<file path="src/sv/leb_pkg.sv">
// shared types and constants for the leb128 varint decoder
package leb_pkg;

	localparam int DATA_W  = 8;
	localparam int CMD_W   = 2;
	localparam int VALUE_W = 32;
	localparam int COUNT_W = 3;
	localparam int SHIFT_W = 6;

	// longest legal encoding in bytes
	localparam logic [COUNT_W-1:0] MAX_BYTES = 3'd5;

	// payload bits per byte and the continuation flag position
	localparam int PAYLOAD_W = 7;
	localparam int CONT_BIT  = 7;

	// output form selected by the closing byte
	localparam logic [CMD_W-1:0] CMD_PLAIN     = 2'd0;
	localparam logic [CMD_W-1:0] CMD_MINUS_ONE = 2'd1;
	localparam logic [CMD_W-1:0] CMD_ZIGZAG    = 2'd2;

endpackage

</file>
<file path="src/sv/leb_byte_if.sv">
// byte channel: one encoded byte and the output form command per transfer
interface leb_byte_if;
	import leb_pkg::*;

	logic               valid;
	logic               ready;
	logic [DATA_W-1:0]  data_byte;
	logic [CMD_W-1:0]   cmd;

	modport source (output valid, output data_byte, output cmd, input ready);
	modport sink (input valid, input data_byte, input cmd, output ready);
endinterface

</file>
<file path="src/sv/leb_result_if.sv">
// result channel: decoded value, byte count and error flag per transfer
interface leb_result_if;
	import leb_pkg::*;

	logic               valid;
	logic               ready;
	logic [VALUE_W-1:0] value;
	logic [COUNT_W-1:0] byte_count;
	logic               error;

	modport source (output valid, output value, output byte_count, output error, input ready);
	modport sink (input valid, input value, input byte_count, input error, output ready);
endinterface

</file>
<file path="src/sv/leb128_varint_decoder_top.sv">
// unsigned leb128 decoder for 32-bit values, one byte per transfer
//
// usage:
//   bytes  - sink channel; each transfer carries one encoded byte and cmd.
//            bit 7 of the byte set means more bytes follow. cmd on the
//            closing byte picks the output form (plain, minus one, zigzag).
//   result - source channel; one transfer per closed value, or one error
//            transfer when a fifth byte still has its continuation bit set.
// path: a closing byte is held in the input register, then its result in
//   the result register, before the result is offered on the result channel.
// throughput: one byte per cycle while the result channel does not stall,
//   through the single shift-and-or stage between the input and result registers.
// reset: arst_n clears the accumulator, the byte counter and both valid
//   flags; a partly gathered value is dropped.
// stall: while the receiver holds ready low, the result register holds.
//   continuation bytes still drain through the input register; a byte that
//   would give a result waits in the input register, and bytes.ready falls
//   only once that register is full and blocked.
module leb128_varint_decoder_top (
	input  logic clk,
	input  logic arst_n,
	leb_byte_if.sink     bytes,
	leb_result_if.source result
);
	import leb_pkg::*;

	// input register
	logic               valid_s1;
	logic [DATA_W-1:0]  data_byte_s1;
	logic [CMD_W-1:0]   cmd_s1;

	// decode state
	logic [VALUE_W-1:0] acc_q;
	logic [COUNT_W-1:0] seen_q;

	// result register
	logic               valid_s2;
	logic [VALUE_W-1:0] value_s2;
	logic [COUNT_W-1:0] count_s2;
	logic               error_s2;

	logic [SHIFT_W-1:0]           shift;
	logic [VALUE_W+PAYLOAD_W-1:0] placed;
	logic [VALUE_W-1:0]           acc_next;
	logic [COUNT_W-1:0]           count;
	logic                         closes;
	logic                         overlong;
	logic                         has_result;
	logic                         slot_free;
	logic                         consume_s1;
	logic                         take_in;
	logic [VALUE_W-1:0]           formed;

	// shift = 7 * bytes seen, as 8x - x
	assign shift    = {seen_q, 3'b000} - {3'b000, seen_q};
	assign placed   = (VALUE_W+PAYLOAD_W)'(data_byte_s1[PAYLOAD_W-1:0]) << shift;
	// payload bits landing at bit 32 or above fall off here
	assign acc_next = acc_q | placed[VALUE_W-1:0];
	assign count    = seen_q + COUNT_W'(1);

	assign closes     = !data_byte_s1[CONT_BIT];
	assign overlong   = data_byte_s1[CONT_BIT] && (count >= MAX_BYTES);
	assign has_result = closes || overlong;

	// result register can load when empty or being drained this cycle
	assign slot_free  = !valid_s2 || result.ready;
	assign consume_s1 = valid_s1 && (!has_result || slot_free);
	assign take_in    = bytes.valid && bytes.ready;

	assign bytes.ready = !valid_s1 || consume_s1;

	// output form of a closed value; an unused code reads as plain
	always_comb begin
		case (cmd_s1)
			CMD_MINUS_ONE: formed = acc_next - VALUE_W'(1);
			CMD_ZIGZAG:    formed = (acc_next >> 1) ^ {VALUE_W{acc_next[0]}};
			CMD_PLAIN:     formed = acc_next;
			default:       formed = acc_next;
		endcase
	end

	// input register
	always_ff @(posedge clk or negedge arst_n) begin
		if (!arst_n) begin
			valid_s1 <= 1'b0;
		end else if (bytes.ready) begin
			valid_s1 <= bytes.valid;
		end
	end

	always_ff @(posedge clk) begin
		if (take_in) begin
			data_byte_s1 <= bytes.data_byte;
			cmd_s1       <= bytes.cmd;
		end
	end

	// accumulator and byte counter advance once per consumed continuation byte and clear on a closing or overlong one
	always_ff @(posedge clk or negedge arst_n) begin
		if (!arst_n) begin
			acc_q  <= '0;
			seen_q <= '0;
		end else if (consume_s1) begin
			if (has_result) begin
				acc_q  <= '0;
				seen_q <= '0;
			end else begin
				acc_q  <= acc_next;
				seen_q <= count;
			end
		end
	end

	// result register
	always_ff @(posedge clk or negedge arst_n) begin
		if (!arst_n) begin
			valid_s2 <= 1'b0;
		end else if (consume_s1 && has_result) begin
			valid_s2 <= 1'b1;
		end else if (result.ready) begin
			valid_s2 <= 1'b0;
		end
	end

	always_ff @(posedge clk) begin
		if (consume_s1 && has_result) begin
			value_s2 <= closes ? formed : '0;
			count_s2 <= count;
			error_s2 <= !closes;
		end
	end

	assign result.valid      = valid_s2;
	assign result.value      = value_s2;
	assign result.byte_count = count_s2;
	assign result.error      = error_s2;

endmodule
</file>
<file path="src/flat_wrapper.sv">
// flat-port wrapper written by rule: the top's interface ports become plain ports
module leb128_varint_decoder_top_flat import leb_pkg::*;
  (clk, arst_n, bytes_valid, bytes_data_byte, bytes_cmd, bytes_ready, result_valid, result_value, result_byte_count, result_error, result_ready);
  leb_byte_if bytes_i ();
  leb_result_if result_i ();
  input  logic clk;
  input  logic arst_n;
  input wire logic [$bits(bytes_i.valid)-1:0] bytes_valid;
  input wire logic [$bits(bytes_i.data_byte)-1:0] bytes_data_byte;
  input wire logic [$bits(bytes_i.cmd)-1:0] bytes_cmd;
  output wire logic [$bits(bytes_i.ready)-1:0] bytes_ready;
  output wire logic [$bits(result_i.valid)-1:0] result_valid;
  output wire logic [$bits(result_i.value)-1:0] result_value;
  output wire logic [$bits(result_i.byte_count)-1:0] result_byte_count;
  output wire logic [$bits(result_i.error)-1:0] result_error;
  input wire logic [$bits(result_i.ready)-1:0] result_ready;
  assign bytes_i.valid = bytes_valid;
  assign bytes_i.data_byte = bytes_data_byte;
  assign bytes_i.cmd = bytes_cmd;
  assign bytes_ready = bytes_i.ready;
  assign result_valid = result_i.valid;
  assign result_value = result_i.value;
  assign result_byte_count = result_i.byte_count;
  assign result_error = result_i.error;
  assign result_i.ready = result_ready;
  leb128_varint_decoder_top u_core (.clk(clk), .arst_n(arst_n), .bytes(bytes_i), .result(result_i));
endmodule
</file>
<file path="config.mk">
export PLATFORM = sky130hd
export DESIGN_NAME = leb128_varint_decoder_top_flat
export DESIGN_NICKNAME = d
export VERILOG_FILES = /design/src/sv/leb_pkg.sv /design/src/sv/leb_byte_if.sv /design/src/sv/leb_result_if.sv /design/src/sv/leb128_varint_decoder_top.sv /design/src/flat_wrapper.sv
export SDC_FILE = /design/constraint.sdc
export NUM_CORES = 1
export LEC_CHECK = 0
export BUFFER_PORTS_ARGS = -buffer_cell sky130_fd_sc_hd__buf_2
export CAP_MARGIN = 30
export CORE_ASPECT_RATIO = 1.4
export CORE_MARGIN = 2
export CORE_UTILIZATION = 65
export DETAILED_ROUTE_END_ITERATION = 8
export HOLD_SLACK_MARGIN = 0.12
export PLACE_DENSITY = 0.94
export SLEW_MARGIN = 10
export SYNTH_ARGS = -nofsm -noshare
export SYNTH_HDL_FRONTEND = slang
export SYNTH_SLANG_ARGS = --single-unit
</file>
<file path="constraint.sdc">
create_clock -name clk -period 8.68 [get_ports clk]
set_input_delay 1.736 -clock clk [delete_from_list [all_inputs] [get_ports clk]]
set_output_delay 1.736 -clock clk [all_outputs]
set_load 0.01 [all_outputs]
</file>
==> qor.txt <==
Vias per cell -> 7.17
Yosys warning count -> 0
Crit path launch type -> flop
Filler instances -> 531
Final #Nets -> 628
Clock transition at path regs -> 0.06 ns
Die Height -> 113 um
Hold Path Stages -> 2
Die area -> 0.00921 mm2
CP Class -> reg2out
Dpl cells -> 697
Global-route wire length before repair -> 25.2 mm
FMAX -> 201 MHz
GR Overflow Total -> 0
Total CTS buffers -> 9
Final wirelength -> 15.7 mm
Largest area contributor in the netlist -> edfxtp_1
Finished Layout Cells -> 716
CP max-delay cell -> ha_1
Die Wd -> 81.7 um
Routability congestion estimate -> 0.974
Period minus WS final -> 4.96 ns
Max_slew headroom -> 33.2%
Post-route ant nets -> 0
Clk_skew -> 0.00483 ns
Core Box Area -> 0.00820 mm2
Synth top area share -> 25.1%
Hold endpoint -> u_core.acc_q[21]
Max Cap Violations -> 0
Failing checks -> DRC
Fraction of registers with async set/reset -> 44.6%
Dpl hpwl -> 10.2 mm
I/O pins -> 52
Worst-Margin Slew -> 1.00 ns
Top cells by count, synth -> nor2_1, a21oi_1, edfxtp_1
Largest net degree at the start of global routing -> 48
Post-synthesis sequential area ratio -> 42.0%
Outcome -> complete, but fails checks
CP Launch Point -> u_core.seen_q[0]
Max stage delay on crit path -> 0.87 ns
Vias -> 5131
Slew Limit Fails -> 0
Reg area -> 0.00231 mm2
Synthesis-to-layout area growth -> 12.6%
LEAKAGE -> 0.00249 uW
CP endpoint kind -> output port
Initial antenna violation count -> 0
Gr usage total -> 35.9%
Type of the tightest min-delay check -> reg2reg
Initial Util -> 67.0%
Cells after synthesis -> 579
Worst Path Required -> 6.94 ns
FP Rows -> 39
Hold_buf cts -> 0
Root buf cell -> clkbuf_16
Yosys reg bits -> 83
Skew-Pair Late Insertion Delay -> 0.35 ns
Met3 GRT Util -> 9.89%
CTS-repair resized insts -> 0
Port buffer count -> 51
Initial DRC Count -> 791
Drc violations -> 1
Pwr dens -> 469 mW/mm2
Area occupied by multi-input gates -> 0.00295 mm2
Met1 Resource Use GR -> 46.1%
Final total negative setup slack -> 0 ns
Vias in the first global route -> 4815
R2r setup slk -> 3.72 ns
CTS tree -> yes
Met2 usage -> 55.2%
Final Worst Setup Slack -> 3.72 ns
Final Hold Fails -> 0
Global route hottest layer -> met2
Share of cells above drive strength 1 -> 18.7%
Layout Utilization -> 75.5%
CTS H-tree depth -> 3
Distinct cells, synth -> 78
Final Cycle Share -> 57.2%
Peak VDD IR -> 0.321 mV
Ant diodes -> 0
Mean Syn Cell Area -> 9.49 um2
Mapped Area -> 0.00549 mm2
Worst Reg-to-Reg Cells -> 13
Post-synth top flop -> edfxtp_1
Crit-path most repeated cell -> inv_1
Clock sink total -> 83
DRT Pass-1 Iters -> 9
Most frequent cell after synthesis -> nor2_1
Crit-path cells -> buf_16 -> inv_1 -> ha_1 -> nor3_1 -> o21a_1 -> or3_1 -> inv_1 -> nand2_1 -> buf_2
Worst Hold Launch -> u_core.acc_q[21]
Reg2reg start -> u_core.seen_q[0]
Clock Tree Buf Depth -> 2
DR WL/cell -> 22.0 um
Post-synth EDFFs -> 46
Worst Path Max Fanout -> 29
Synth top area cells -> edfxtp_1, dfrtp_1, a21oi_1
Setup WS pre-CTS -> 3.35 ns
CP arrival -> 3.23 ns
Count of final setup violators -> 0
RSZ-0062 raised after global routing -> no
R2R Path End -> u_core.result.value[20]
Post-Syn Nets -> 598
Post-CTS setup buffers -> 0
[through the flow]
step           hold slack, ns  power [uW]  cell area (um2)
5_1_grt                 0.557        3060             6190
2_1_floorplan           0.424        1940             5490
3_3_place_gp            0.497        2250             5740
6_report                0.515        2900             6190
4_1_cts                 0.522        2820             6130
3_5_place_dp            0.508        2310             5770
[metal layers]
metal / routed length (um) / vias to the layer above
li1: - / 2229
met1: 5760 / 2423
met2: 7510 / 385
met3: 1640 / 94
met4: 831 / 0
met5: 0 / -
[registers in the layout, summed over array words and instances (netlist names)]
register and flops:
u_core.seen_q 3, u_core.result.error 1, u_core.acc_q 32, u_core.result.value 32, u_core.cmd_s1 2, u_core.data_byte_s1 8, u_core.result.valid 1, u_core.result.byte_count 3
u_core.valid_s1 1
[critical path: cells and delay by family (launching register included)]
family | cells | cell delay, ns
compound gates | 1 | 0.28
fa+ha+maj | 1 | 0.87
buf+inv | 4 | 0.58
flops | 1 | 0.55
simple gates | 3 | 0.59
[power breakdown]
group	switching (uW)	internal (uW)	total, uW	leakage, uW
Combinational	1140	693	1840	0.00136
Clock	164	310	474	0.000180
Sequential	70.2	522	592	0.000952
Total	1380	1530	2900	0.00249
[cell families after synthesis]
| logic type | share of synthesized area (%) |
|---|---|
| buf+inv | 4.78 |
| xor+xnor | 5.58 |
| compound gates | 23.4 |
| simple gates | 17.6 |
| fa+ha+maj | 1.14 |
| mux | 5.47 |
| flops | 42.0 |
[final cells by class]
class                           count  area share [%]
Multi-Input combinational cell    440            47.7
Inverter                           13           0.789
Sequential cell                    83            37.3
Clock buffer                        9            3.64
Clock inverter                      7            2.25
Timing Repair Buffer               62            6.31
Tap cell                          102            2.06
[worst max-delay path by stage]
stage | slack, ns | to | cells past startpoint
6_report | 3.72 | bytes_ready | 9
5_1_grt | 3.42 | u_core.result.value[20] | 13
4_1_cts | 3.20 | bytes_ready | 8
3_5_place_dp | 3.35 | u_core.result.value[20] | 12
3_3_place_gp | 3.61 | u_core.result.value[20] | 12
2_1_floorplan | 4.41 | u_core.result.byte_count[0] | 12
[cells in the final DEF, fill, tap and decap left out, drive strengths merged, types with 14 or more instances in the layout]
cell	netlist	final
o21ai	16	16
buf	17	62
xor2	17	17
edfxtp	46	46
xnor2	18	18
a21o	15	15
nor3	14	14
nor2	73	73
nand2	28	28
a21oi	61	61
dfrtp	37	37
Note: power is estimated with default switching activity, not from simulation.
